### config.mk
export PLATFORM = sky130hd
export DESIGN_NAME = i2c_master_byte_engine
export DESIGN_NICKNAME = d
export VERILOG_FILES = /design/src/rtl/i2cmbe_pkg.sv /design/src/rtl/i2c_master_byte_engine.sv
export SDC_FILE = /design/constraint.sdc
export NUM_CORES = 1
export LEC_CHECK = 0
export ABC_CLOCK_PERIOD_IN_PS = 5200
export BUFFER_PORTS_ARGS = -buffer_cell sky130_fd_sc_hd__buf_2
export CAP_MARGIN = 20
export CELL_PAD_IN_SITES_DETAIL_PLACEMENT = 0
export CELL_PAD_IN_SITES_GLOBAL_PLACEMENT = 1
export CORE_ASPECT_RATIO = 2
export CORE_MARGIN = 5
export CORE_UTILIZATION = 30
export CTS_CLUSTER_DIAMETER = 100
export DETAILED_ROUTE_END_ITERATION = 8
export PLACE_DENSITY = 0.63
export SYNTH_ARGS = -nofsm -noshare
export SYNTH_HDL_FRONTEND = slang
export SYNTH_SLANG_ARGS = --single-unit
### constraint.sdc
create_clock -name clock -period 5.2 [get_ports clock]
set_clock_uncertainty 0.1 [all_clocks]
set_input_delay 0.52 -clock clock [delete_from_list [all_inputs] [get_ports clock]]
set_output_delay 0.52 -clock clock [all_outputs]
set_load 0.05 [all_outputs]
### src/rtl/i2cmbe_pkg.sv
`timescale 1ns / 1ps
`default_nettype none

package i2cmbe_pkg;

   // Command codes carried in the operation field.
   typedef enum logic [1:0] {
      OP_START = 2'd0,
      OP_STOP  = 2'd1,
      OP_WRITE = 2'd2,
      OP_READ  = 2'd3
   } op_type;

   localparam logic [15:0] RST_DELAY = 16'd100;
   localparam logic [15:0] WAIT_MAX  = 16'hFFFF;
   localparam logic [3:0]  ACK_SLOT  = 4'd8;
   localparam logic [2:0]  MSB_POS   = 3'd7;

endpackage

`default_nettype wire

### src/rtl/i2c_master_byte_engine.sv
`timescale 1ns / 1ps
`default_nettype none

// Channel   Direction  Handshake              Contents
// req_*     in         req_valid / req_stall  one bus tick: command, byte, sensed lines
// rsp_*     out        rsp_valid / rsp_stall  line drive, busy, done, read byte, ack
// csr_*     in         csr_write_enable       delay_ticks, held in each bus phase
//
// Every accepted word is one bus tick and produces exactly one result word.
// The tick logic is a single pass from the state registers to the state registers, so
// one word is taken per cycle unless stalled; they are also the result register.
// Reset is synchronous and active high; it releases both lines and loads a delay of 100.
// While a result waits under rsp_stall the input is stalled, so the state holds it.

module i2c_master_byte_engine
   import i2cmbe_pkg::*;
(
   input  wire logic        clock,
   input  wire logic        reset,

   input  wire logic        req_valid,
   output logic             req_stall,
   input  wire logic        req_cmd_valid,
   input  wire logic [1:0]  req_operation,
   input  wire logic [7:0]  req_write_data,
   input  wire logic        req_send_ack,
   input  wire logic        req_scl_sense,
   input  wire logic        req_sda_sense,

   output logic             rsp_valid,
   input  wire logic        rsp_stall,
   output logic             rsp_scl_pull_low,
   output logic             rsp_sda_pull_low,
   output logic             rsp_busy_res,
   output logic             rsp_done_res,
   output logic [7:0]       rsp_read_data,
   output logic             rsp_ack_received,

   input  wire logic        csr_write_enable,
   input  wire logic [15:0] csr_write_data
);

   // Bus phases. Start and stop each take three phases; every bit slot
   // (eight data slots and one acknowledge slot) takes set, high and low.
   typedef enum logic [3:0] {
      PH_IDLE  = 4'd0,
      PH_ST_A  = 4'd1,
      PH_ST_B  = 4'd2,
      PH_ST_C  = 4'd3,
      PH_SP_A  = 4'd4,
      PH_SP_B  = 4'd5,
      PH_SP_C  = 4'd6,
      PH_BSET  = 4'd7,
      PH_BHIGH = 4'd8,
      PH_BLOW  = 4'd9
   } phase_type;

   phase_type   phase_ff, phase_in;
   logic [3:0]  bit_index_ff, bit_index_in;
   logic [7:0]  shift_byte_ff, shift_byte_in;
   logic [15:0] wait_count_ff, wait_count_in;
   op_type      op_kind_ff, op_kind_in;
   logic        ack_choice_ff, ack_choice_in;
   logic        ack_flag_ff, ack_flag_in;
   logic        scl_low_ff, scl_low_in;
   logic        sda_low_ff, sda_low_in;
   logic [7:0]  read_reg_ff, read_reg_in;
   logic        done_ff, done_in;
   logic        rsp_valid_ff, rsp_valid_in;
   logic [15:0] delay_ticks_ff;

   logic        req_accept;
   logic        stretch;
   logic [15:0] limit;
   logic [15:0] count_next;

   // SDA drive for a bit slot: a write sends the byte MSB first and releases
   // SDA for the slave's acknowledge; a read releases SDA for the data and
   // then drives the chosen ACK or NACK.
   function automatic logic slot_sda_pull(input op_type op, input logic [3:0] idx,
                                          input logic [7:0] data, input logic ack);
      logic pull;
      pull = 1'b0;
      if (op == OP_WRITE) begin
         if (idx < ACK_SLOT) begin
            pull = ~data[MSB_POS - idx[2:0]];
         end
      end else if (idx >= ACK_SLOT) begin
         pull = ack;
      end
      return pull;
   endfunction

   // A word moves on whenever the result slot is free or being drained.
   assign req_stall  = rsp_valid_ff & rsp_stall;
   assign req_accept = req_valid & ~req_stall;

   // Phases that release SCL hold their count at zero while a slave stretches the clock.
   assign stretch = (phase_ff == PH_ST_A) || (phase_ff == PH_SP_B) ||
                    (phase_ff == PH_BHIGH);
   assign limit   = (delay_ticks_ff == 16'd0) ? 16'd1 : delay_ticks_ff;
   assign count_next = (wait_count_ff == WAIT_MAX) ? wait_count_ff
                                                   : wait_count_ff + 16'd1;

   always_comb begin
      phase_in      = phase_ff;
      bit_index_in  = bit_index_ff;
      shift_byte_in = shift_byte_ff;
      wait_count_in = wait_count_ff;
      op_kind_in    = op_kind_ff;
      ack_choice_in = ack_choice_ff;
      ack_flag_in   = ack_flag_ff;
      scl_low_in    = scl_low_ff;
      sda_low_in    = sda_low_ff;
      read_reg_in   = read_reg_ff;
      done_in       = 1'b0;

      if (phase_ff == PH_IDLE) begin
         // New commands are taken only here; a command while busy is dropped.
         if (req_cmd_valid) begin
            op_kind_in    = op_type'(req_operation);
            shift_byte_in = (op_type'(req_operation) == OP_WRITE) ? req_write_data : 8'd0;
            ack_choice_in = req_send_ack;
            bit_index_in  = 4'd0;
            wait_count_in = 16'd0;
            case (op_type'(req_operation))
               OP_START: begin
                  phase_in   = PH_ST_A;
                  scl_low_in = 1'b0;
                  sda_low_in = 1'b0;
               end
               OP_STOP: begin
                  // Only SDA moves here; SCL keeps whatever drive it had.
                  phase_in   = PH_SP_A;
                  sda_low_in = 1'b1;
               end
               default: begin
                  phase_in   = PH_BSET;
                  scl_low_in = 1'b1;
                  sda_low_in = slot_sda_pull(op_type'(req_operation), 4'd0,
                                             shift_byte_in, req_send_ack);
               end
            endcase
         end
      end else if (stretch && !req_scl_sense) begin
         wait_count_in = 16'd0;
      end else begin
         wait_count_in = count_next;
         if (count_next >= limit) begin
            wait_count_in = 16'd0;
            case (phase_ff)
               PH_ST_A: begin
                  phase_in   = PH_ST_B;
                  sda_low_in = 1'b1;
               end
               PH_ST_B: begin
                  phase_in   = PH_ST_C;
                  scl_low_in = 1'b1;
               end
               PH_SP_A: begin
                  phase_in   = PH_SP_B;
                  scl_low_in = 1'b0;
               end
               PH_SP_B: begin
                  phase_in   = PH_SP_C;
                  sda_low_in = 1'b0;
               end
               PH_BSET: begin
                  phase_in   = PH_BHIGH;
                  scl_low_in = 1'b0;
               end
               PH_BHIGH: begin
                  // SDA is sampled at the end of the high phase.
                  if (op_kind_ff == OP_WRITE && bit_index_ff >= ACK_SLOT) begin
                     ack_flag_in = ~req_sda_sense;
                  end
                  if (op_kind_ff == OP_READ && bit_index_ff < ACK_SLOT) begin
                     shift_byte_in = {shift_byte_ff[6:0], req_sda_sense};
                  end
                  phase_in   = PH_BLOW;
                  scl_low_in = 1'b1;
               end
               PH_BLOW: begin
                  if (bit_index_ff >= ACK_SLOT) begin
                     phase_in = PH_IDLE;
                     done_in  = 1'b1;
                     if (op_kind_ff == OP_READ) begin
                        read_reg_in = shift_byte_ff;
                     end
                  end else begin
                     bit_index_in = bit_index_ff + 4'd1;
                     phase_in     = PH_BSET;
                     scl_low_in   = 1'b1;
                     sda_low_in   = slot_sda_pull(op_kind_ff, bit_index_in,
                                                  shift_byte_ff, ack_choice_ff);
                  end
               end
               default: begin
                  // Last phase of a start or a stop: the lines stay as they are.
                  phase_in = PH_IDLE;
                  done_in  = 1'b1;
                  if (op_kind_ff == OP_READ) begin
                     read_reg_in = shift_byte_ff;
                  end
               end
            endcase
         end
      end
   end

   always_comb begin
      if (req_accept) begin
         rsp_valid_in = 1'b1;
      end else begin
         rsp_valid_in = rsp_valid_ff & rsp_stall;
      end
   end

   always_ff @(posedge clock) begin
      if (reset) begin
         phase_ff       <= PH_IDLE;
         bit_index_ff   <= 4'd0;
         shift_byte_ff  <= 8'd0;
         wait_count_ff  <= 16'd0;
         op_kind_ff     <= OP_START;
         ack_choice_ff  <= 1'b0;
         ack_flag_ff    <= 1'b0;
         scl_low_ff     <= 1'b0;
         sda_low_ff     <= 1'b0;
         read_reg_ff    <= 8'd0;
         done_ff        <= 1'b0;
         rsp_valid_ff   <= 1'b0;
         delay_ticks_ff <= RST_DELAY;
      end else begin
         rsp_valid_ff <= rsp_valid_in;
         if (req_accept) begin
            phase_ff      <= phase_in;
            bit_index_ff  <= bit_index_in;
            shift_byte_ff <= shift_byte_in;
            wait_count_ff <= wait_count_in;
            op_kind_ff    <= op_kind_in;
            ack_choice_ff <= ack_choice_in;
            ack_flag_ff   <= ack_flag_in;
            scl_low_ff    <= scl_low_in;
            sda_low_ff    <= sda_low_in;
            read_reg_ff   <= read_reg_in;
            done_ff       <= done_in;
         end
         if (csr_write_enable) begin
            delay_ticks_ff <= csr_write_data;
         end
      end
   end

   // The state after the last accepted tick is the result word itself.
   assign rsp_valid        = rsp_valid_ff;
   assign rsp_scl_pull_low = scl_low_ff;
   assign rsp_sda_pull_low = sda_low_ff;
   assign rsp_busy_res     = (phase_ff != PH_IDLE);
   assign rsp_done_res     = done_ff;
   assign rsp_read_data    = read_reg_ff;
   assign rsp_ack_received = ack_flag_ff;

   // A finished command always leaves the engine idle.
   a_done_idle: assert property (@(posedge clock) disable iff (reset)
      done_ff |-> (phase_ff == PH_IDLE))
      else $error("done flagged while a command is still running");

   // Every accepted tick yields a result word in the next cycle.
   a_accept_result: assert property (@(posedge clock) disable iff (reset)
      req_accept |=> rsp_valid_ff)
      else $error("accepted tick produced no result word");

   // The phase counter is cleared whenever the engine is idle.
   a_idle_count: assert property (@(posedge clock) disable iff (reset)
      (phase_ff == PH_IDLE) |-> (wait_count_ff == 16'd0))
      else $error("phase counter not cleared while idle");

   // A stalled result holds the engine state.
   a_stall_hold: assert property (@(posedge clock) disable iff (reset)
      (rsp_valid_ff && rsp_stall) |=> $stable(phase_ff) && $stable(wait_count_ff))
      else $error("engine state moved while the result was stalled");

endmodule

`default_nettype wire
==> results of run 1 <==
layer usage:
metal,track usage,routed length (µm),up-vias
li1,-,-,1740
met1,0.1384,4125,1665
met2,0.3052,6818,49
met3,0.03178,344,14
met4,0.06386,320,0
met5,0,0,-
synthesized netlist by cell type, types with 7 or more instances:
cell type and number:
dfxtp_1 64, a21oi_1 32, clkbuf_1 19, a22oi_1 8, nand2_1 40, nor2_1 51, nand3_1 23, nor3_1 9
o21ai_0 10, inv_1 21, mux2i_1 26, nand2b_1 7, mux2_4 8, nor2b_1 14, ha_1 19, and3_1 8
a31oi_1 10
through the flow:
step | util | std cells | power, mW
floorplan | - | 465 | 0.8678
global placement | 0.3307 | 641 | 0.9779
detailed placement | 0.3307 | 641 | 0.9793
CTS | 0.3544 | 657 | 1.611
global route | 0.3544 | 657 | 1.672
finish | 0.3544 | 657 | 1.588
power by group through the flow:
stage | logic, mW | clock network, mW | registers, mW
after CTS | 0.408 | 0.641 | 0.562
after detailed placement | 0.406 | 0 | 0.573
after global placement | 0.405 | 0 | 0.573
final | 0.404 | 0.622 | 0.562
after global routing | 0.441 | 0.663 | 0.568
after floorplan | 0.308 | 0 | 0.560
cells by family after synthesis:
family | synth area share
muxes | 0.1254
and+or+nand+nor | 0.2308
buffers and inverters | 0.05348
adders and majority gates | 0.06049
AOI/OAI and AO/OA | 0.1859
xor gates and xnor gates | 0.01783
DFF | 0.3260
cell usage in the layout (no fill, tap or decap), types with 6 or more instances in the layout:
cell type,count
dfxtp_1,64
nor2_1,51
buf_2,49
nand2_1,40
a21oi_1,32
mux2i_1,26
nand3_1,23
inv_1,21
ha_1,19
nor2b_1,14
a31oi_1,10
o21ai_0,10
nor3_1,9
clkbuf_16,9
and3_1,8
mux2_4,8
a22oi_1,8
nand2b_1,7
nand4_1,6
mux2_2,6
xnor2_1,6
o21a_1,6
final timing paths:
check / to / cells past startpoint / startpoint
hold reg to reg: rsp_read_data[2]$_SDFFE_PP0P_ / 2 / rsp_read_data[2]$_SDFFE_PP0P_
setup / recovery: wait_count_ff[5]$_SDFFE_PP0P_ / 12 / wait_count_ff[0]$_SDFFE_PP0P_
setup reg to reg: wait_count_ff[5]$_SDFFE_PP0P_ / 12 / wait_count_ff[0]$_SDFFE_PP0P_
hold / removal: delay_ticks_ff[5]$_SDFFE_PP1P_ / 3 / csr_write_data[5]
sequential cells by signal, summed over array words and instances, names as in the netlist:
name,cells
rsp_done_res,1
delay_ticks_ff,16
op_kind_ff,2
rsp_scl_pull_low,1
rsp_ack_received,1
ack_choice_ff,1
phase_ff,4
wait_count_ff,16
rsp_sda_pull_low,1
bit_index_ff,4
shift_byte_ff,8
rsp_read_data,8
rsp_valid,1
critical path, stage by stage (launching register included):
cell and delay [ns]:
dfxtp_1 0.43, ha_1 0.25, and3_1 0.43, nand3_1 0.29, nor3_1 0.51, or3_1 0.21
ha_1 0.25, a211o_1 0.32, a21oi_2 0.31, o311a_1 0.23, and3_1 0.51, or3b_1 0.40
a31oi_1 0.14
area by class of cell:
type | instances | area [µm²]
fillers | 1324 | 8341
multi-input cells | 349 | 2439
flip-flops and latches | 64 | 1281
repair buffers | 52 | 267.8
clock buffers | 9 | 225.2
well taps | 152 | 190.2
inverters | 24 | 93.84
clock inverters | 7 | 81.33
==> reports/metrics.cfg, run 1 <==
[finish]
drive_above_1_share = 0.2099
design_area_mm2 = 0.004578
diodes = 0
syn_to_final_growth_pct = 16.49
nets = 554

[worst_setup_path]
crit_type = register to register
r2r_slack_ns = 0.74
worst_ep_arrival_time_ns = 4.62
start_kind = register
worstPathRequired_ns = 5.36
crit_path_end_kind = register
cp_max_fo = 14

[die]
die_height_um = 171.9
core_mm2 = 0.01292
rows = 59
start_util = 0.3042
die_w_um = 90.93
dieArea_mm2 = 0.01563
ios = 50

[routing]
ant_nets = 0
vias = 3468
drcViolationCount = 0
routed_wl_mm = 11.61
via_per_inst = 5.279
drt-pass1-iter-count = 7
post_drt_wl_per_cell_um = 17.67
drtIter0Drc = 99

[timing]
final.period_utilization = 0.8579
rsz0062_at_grt = no
report.final.hold_viol_count = 0
worst_slew_pin_slew_ns = 0.8160
final_max_slew_viol_count = 0
period_needed_ns = 4.461
finalSetupTns_ns = 0
hold_slack_ns = 0.3067
fmax_mhz = 224.2
fin_ws_ns = 0.7390
setup_viol = 0
max-slew-margin-rel = 0.4419

[global_route]
grt_pass1_vias = 3568
grt_max_degree = 67
grt_pass1_wl_mm = 18.33
track_usage = 0.1497
grt-ovfl-total = 0
antenna_found_initial = 0

[power]
pwr-share-seq = 0.354
power.switching_mw = 0.5575
comb_power_share = 0.254
power_density_mw_per_mm2 = 346.9
p_int_mw = 1.031
vdd_drop_max_uv = 289.8
p_leak_nw = 1.918
clkPwrFrac = 0.392
sw_frac_of_total = 0.3510

[yosys]
synth_area_leader_cell = dfxtp_1
ys_seq_area_frac = 0.3260
netlist.area_leader.share = 0.3260
synth.area.top_cells = dfxtp_1, mux2i_1, ha_1, nor2_1, a21oi_1
syn_inst = 465
synth.cell_area_mm2 = 0.003930
synth_async_sr_flop_share = 0
synth_cell_type_count = 67
avgSynthCellArea_um2 = 8.452
ys_ff_latch = 64
ys.flop_type = dfxtp_1
synth-edff-count = 0
syn_nets = 519
ys_warn_count = 0

[clocking]
clk_pin_slew_ns = 0.06
clock_latency_ns = 0.34
clockRootBuffer = clkbuf_16
post_cts_buffers = 0
cts_resized = 0
holdBufCountCts = 0
cts_inserted_buffers = 9
htree_levels = 3
clock_path_buffers = 2
clkSinkCount = 64
cts_tree = yes

[worst_hold_path]
min_path_type = primary input to register

[outcome]
status = complete, no violations

[placement]
io_buffers = 49
place.gp.congestion = 0.8783
hpwlAfterDp_mm = 8.885
placed_cell_area_mm2 = 0.004272
pre_cts_slack_ns = 0.8419

[flow_run]
maxCapViolCount = 0

Power figures use the tool's default switching activity.
==> run 2: changes to the inputs <==
--- a/config.mk
+++ b/config.mk
@@ -6,7 +6,7 @@
 export NUM_CORES = 1
 export LEC_CHECK = 0
 export ABC_CLOCK_PERIOD_IN_PS = 5200
-export BUFFER_PORTS_ARGS = -buffer_cell sky130_fd_sc_hd__buf_2
+export BUFFER_PORTS_ARGS = -buffer_cell sky130_fd_sc_hd__buf_4
 export CAP_MARGIN = 20
 export CELL_PAD_IN_SITES_DETAIL_PLACEMENT = 0
 export CELL_PAD_IN_SITES_GLOBAL_PLACEMENT = 1
==> constraint.sdc (replaced) <==
create_clock -name clock -period 5.2 [get_ports clock]
set_clock_uncertainty 0.1 [all_clocks]
set_input_delay 1.04 -clock clock [delete_from_list [all_inputs] [get_ports clock]]
set_output_delay 1.04 -clock clock [all_outputs]
set_load 0.05 [all_outputs]
==> reports/metrics.cfg, run 2 (synthesized netlist as in run 1, its figures left out) <==
[outcome]
status = complete, no violations

[die]
core_mm2 = 0.01292
die_height_um = 171.9
dieArea_mm2 = 0.01563
rows = 59
start_util = 0.3042
ios = 50
die_w_um = 90.93

[global_route]
grt_pass1_vias = 3658
grt_pass1_wl_mm = 18.79
antenna_found_initial = 0
grt_max_degree = 67
track_usage = 0.1530
grt-ovfl-total = 0

[clocking]
clockRootBuffer = clkbuf_16
clkSinkCount = 64
holdBufCountCts = 0
post_cts_buffers = 0
clk_pin_slew_ns = 0.06
clock_latency_ns = 0.34
htree_levels = 3
cts_resized = 0
cts_tree = yes
cts_inserted_buffers = 9
clock_path_buffers = 2

[timing]
fmax_mhz = 224.8
period_needed_ns = 4.448
setup_viol = 0
worst_slew_pin_slew_ns = 0.8168
final_max_slew_viol_count = 0
fin_ws_ns = 0.7516
final.period_utilization = 0.8555
report.final.hold_viol_count = 0
rsz0062_at_grt = no
max-slew-margin-rel = 0.4414
finalSetupTns_ns = 0

[worst_hold_path]
min_path_type = register to register
hold_start = rsp_read_data[2]$_SDFFE_PP0P_

[finish]
syn_to_final_growth_pct = 19.96
drive_above_1_share = 0.2083
final_util = 0.3649
final_common_cell = dfxtp_1
layout_common_cells = dfxtp_1, nor2_1, buf_4
design_area_mm2 = 0.004715
nets = 553
reg.largest.list = delay_ticks_ff x16, wait_count_ff x16
diodes = 0

[routing]
routed_wl_mm = 11.67
via_per_inst = 5.364
drcViolationCount = 0
drtIter0Drc = 139
vias = 3519
ant_nets = 0
drt-pass1-iter-count = 4
post_drt_wl_per_cell_um = 17.78

[worst_setup_path]
critPathLaunch = wait_count_ff[0]$_SDFFE_PP0P_
crit_path_end_kind = register
cp_max_fo = 14
worstPathRequired_ns = 5.36
worst_ep_arrival_time_ns = 4.60
crit_type = register to register
start_kind = register
r2r-start = wait_count_ff[0]$_SDFFE_PP0P_

[placement]
placed_cell_area_mm2 = 0.004387
pre_cts_slack_ns = 0.8018
place.gp.congestion = 0.8731
hpwlAfterDp_mm = 8.950
io_buffers = 49

[power]
power_mw = 1.650
vdd_drop_max_uv = 228.8
p_leak_nw = 1.953
power_density_mw_per_mm2 = 350.0

[flow_run]
maxCapViolCount = 0

[run 2: cell count changes in the layout (fill, tap and decap cells not counted), sizes merged]
cell,before,now
clkinv,5,3
buf,52,51
bufinv,1,2
inv,24,25
[run 2: area by class of cell]
type	count	area, µm²
clock inverter	7	102.6
multi-input combinational	349	2439
clock buffer	9	225.2
tap	152	190.2
inverter	24	93.84
timing repair buffer	51	382.9
fill	1341	8204
sequential	64	1281
[run 2: worst paths after layout]
path                              endpoint  slack [ns]  depth (start not counted)
max          wait_count_ff[2]$_SDFFE_PP0P_        0.75                         13
min          rsp_read_data[2]$_SDFFE_PP0P_        0.40                          2
max reg2reg  wait_count_ff[2]$_SDFFE_PP0P_        0.75                         13
min reg2reg  rsp_read_data[2]$_SDFFE_PP0P_        0.40                          2
[run 2: power breakdown]
| group | total [mW] | internal (mW) | switching, mW | leakage, nW |
|---|---|---|---|---|
| logic | 0.418 | 0.149 | 0.269 | 1.28 |
| registers | 0.563 | 0.518 | 0.0451 | 0.520 |
| clock network | 0.669 | 0.424 | 0.245 | 0.157 |
[run 2: critical path, cell delays in order, from the launching register on]
cell	delay (ns)
dfxtp_1	0.43
ha_1	0.25
and3_1	0.42
nand3_1	0.29
nor3_1	0.56
or3_1	0.21
ha_1	0.24
a211o_1	0.31
a21oi_2	0.29
o311a_1	0.22
and3_1	0.52
buf_4	0.25
a21oi_1	0.07
nor3_1	0.20
[run 2: stage by stage]
| stage | hold slack (ns) | instances |
|---|---|---|
| 3_3_place_gp | 0.3849 | 640 |
| 4_1_cts | 0.4052 | 656 |
| 5_1_grt | 0.4320 | 656 |
| 3_5_place_dp | 0.3904 | 640 |
| 2_1_floorplan | 0.3625 | 465 |
| 6_report | 0.3967 | 656 |
[run 2: layer usage]
metal / global-route usage / part of all wire
met5: 0 / 0
met4: 0.08365 / 0.043
met3: 0.03047 / 0.030
met2: 0.2986 / 0.57
met1: 0.1460 / 0.35
==> run 3: changes to the inputs <==
--- a/config.mk
+++ b/config.mk
@@ -15,7 +15,7 @@
 export CORE_UTILIZATION = 30
 export CTS_CLUSTER_DIAMETER = 100
 export DETAILED_ROUTE_END_ITERATION = 8
-export PLACE_DENSITY = 0.63
+export PLACE_DENSITY = 0.68
 export SYNTH_ARGS = -nofsm -noshare
 export SYNTH_HDL_FRONTEND = slang
 export SYNTH_SLANG_ARGS = --single-unit
==> reports/metrics.cfg, run 3 (synthesized netlist as in run 1, its figures left out) <==
[placement]
place.gp.congestion = 0.8325
hpwlAfterDp_mm = 8.781
pre_cts_slack_ns = 0.7966
placed_cell_area_mm2 = 0.004394
placed_cells = 641
io_buffers = 49

[global_route]
grt_max_degree = 67
track_usage = 0.1486
grt-ovfl-total = 0
grt_pass1_wl_mm = 18.17
antenna_found_initial = 0
grt_pass1_vias = 3496

[clocking]
clkSinkCount = 64
clockRootBuffer = clkbuf_16
holdBufCountCts = 0
clk_pin_slew_ns = 0.06
htree_levels = 3
post_cts_buffers = 0
clock_latency_ns = 0.33
cts_tree = yes
cts_resized = 0
clock_path_buffers = 2
cts_inserted_buffers = 9

[finish]
final_cells = 657
fillCellCount = 1326
diodes = 0
reg.largest.list = delay_ticks_ff x16, wait_count_ff x16
drive_above_1_share = 0.2099
nets = 554
final_common_cell = dfxtp_1
syn_to_final_growth_pct = 20.15
layout_common_cells = dfxtp_1, buf_4, nor2_1
design_area_mm2 = 0.004722
final_util = 0.3655

[power]
power_mw = 1.647
vdd_drop_max_uv = 227.1
power_density_mw_per_mm2 = 348.8
p_leak_nw = 1.958

[timing]
final_max_slew_viol_count = 0
worst_slew_pin_slew_ns = 0.8363
fin_ws_ns = 0.7528
finalSetupTns_ns = 0
final.period_utilization = 0.8552
period_needed_ns = 4.447
hold_slack_ns = 0.4027
fmax_mhz = 224.9
report.final.hold_viol_count = 0
max-slew-margin-rel = 0.4280
rsz0062_at_grt = no
setup_viol = 0

[routing]
post_drt_wl_per_cell_um = 17.43
drtIter0Drc = 134
drcViolationCount = 0
ant_nets = 0
drt-pass1-iter-count = 4
via_per_inst = 5.298
vias = 3481
routed_wl_mm = 11.45

[worst_setup_path]
worst-r2r-cell-count = 13
cp_max_fo = 15
start_kind = register
worstPathRequired_ns = 5.34
crit_path_end_kind = register
path_cells = ha_1, and3_1, nand3_1, nor3_1, or3_1, ha_1, a211o_1, a21oi_2, o311a_1, and3_1, buf_4, a21oi_1, nor3_1
crit_type = register to register
worst_ep_arrival_time_ns = 4.59
cpMaxStageDelayCell = nor3_1
cpPeakStageDelay_ns = 0.53
r2r_slack_ns = 0.75

[die]
core_mm2 = 0.01292
rows = 59
dieArea_mm2 = 0.01563
die_height_um = 171.9
die_w_um = 90.93
ios = 50
start_util = 0.3042

[outcome]
status = complete, no violations

[flow_run]
maxCapViolCount = 0

[worst_hold_path]
hold_path_depth = 2
min_path_type = register to register

run 3: cell count changes in the layout (fill, tap and decap cells not counted), sizes merged:
cell  before  now
buf       51   52
run 3: per-layer routing:
metal	share of wire	vias up	wire length [µm]	global-route usage
li1	-	1737	-	-
met1	0.36	1666	4149	0.1417
met2	0.59	62	6710	0.3011
met3	0.025	16	290	0.03047
met4	0.026	0	300	0.05811
met5	0	-	0	0
run 3: path summary, 6_finish.rpt:
check,end,startpoint
setup / recovery,wait_count_ff[4]$_SDFFE_PP0P_,wait_count_ff[0]$_SDFFE_PP0P_
hold / removal,bit_index_ff[1]$_SDFFE_PP0P_,bit_index_ff[1]$_SDFFE_PP0P_
setup reg to reg,wait_count_ff[4]$_SDFFE_PP0P_,wait_count_ff[0]$_SDFFE_PP0P_
hold reg to reg,bit_index_ff[1]$_SDFFE_PP0P_,bit_index_ff[1]$_SDFFE_PP0P_
run 3: power breakdown:
group          switching (mW)  internal, mW  total [mW]  leakage [nW]
Combinational           0.265         0.155       0.420          1.28
Sequential             0.0453         0.518       0.563         0.520
Clock                   0.240         0.424       0.664         0.157
run 3: cell type report:
type / count / area, µm² / area share
clock inverters: 7 / 102.6 / 0.02173
inverters: 24 / 93.84 / 0.01987
clock buffers: 9 / 225.2 / 0.04769
well taps: 152 / 190.2 / 0.04028
multi-input cells: 349 / 2439 / 0.5164
repair buffers: 52 / 390.4 / 0.08267
flip-flops and latches: 64 / 1281 / 0.2713
run 3: worst max-delay path, delay by kind of cell, from the launching register on:
kind	cells	cell delay [ns]
compound gates	4	0.90
fa+ha+maj	2	0.49
buf+inv	1	0.25
flops	1	0.45
simple gates	6	2.17
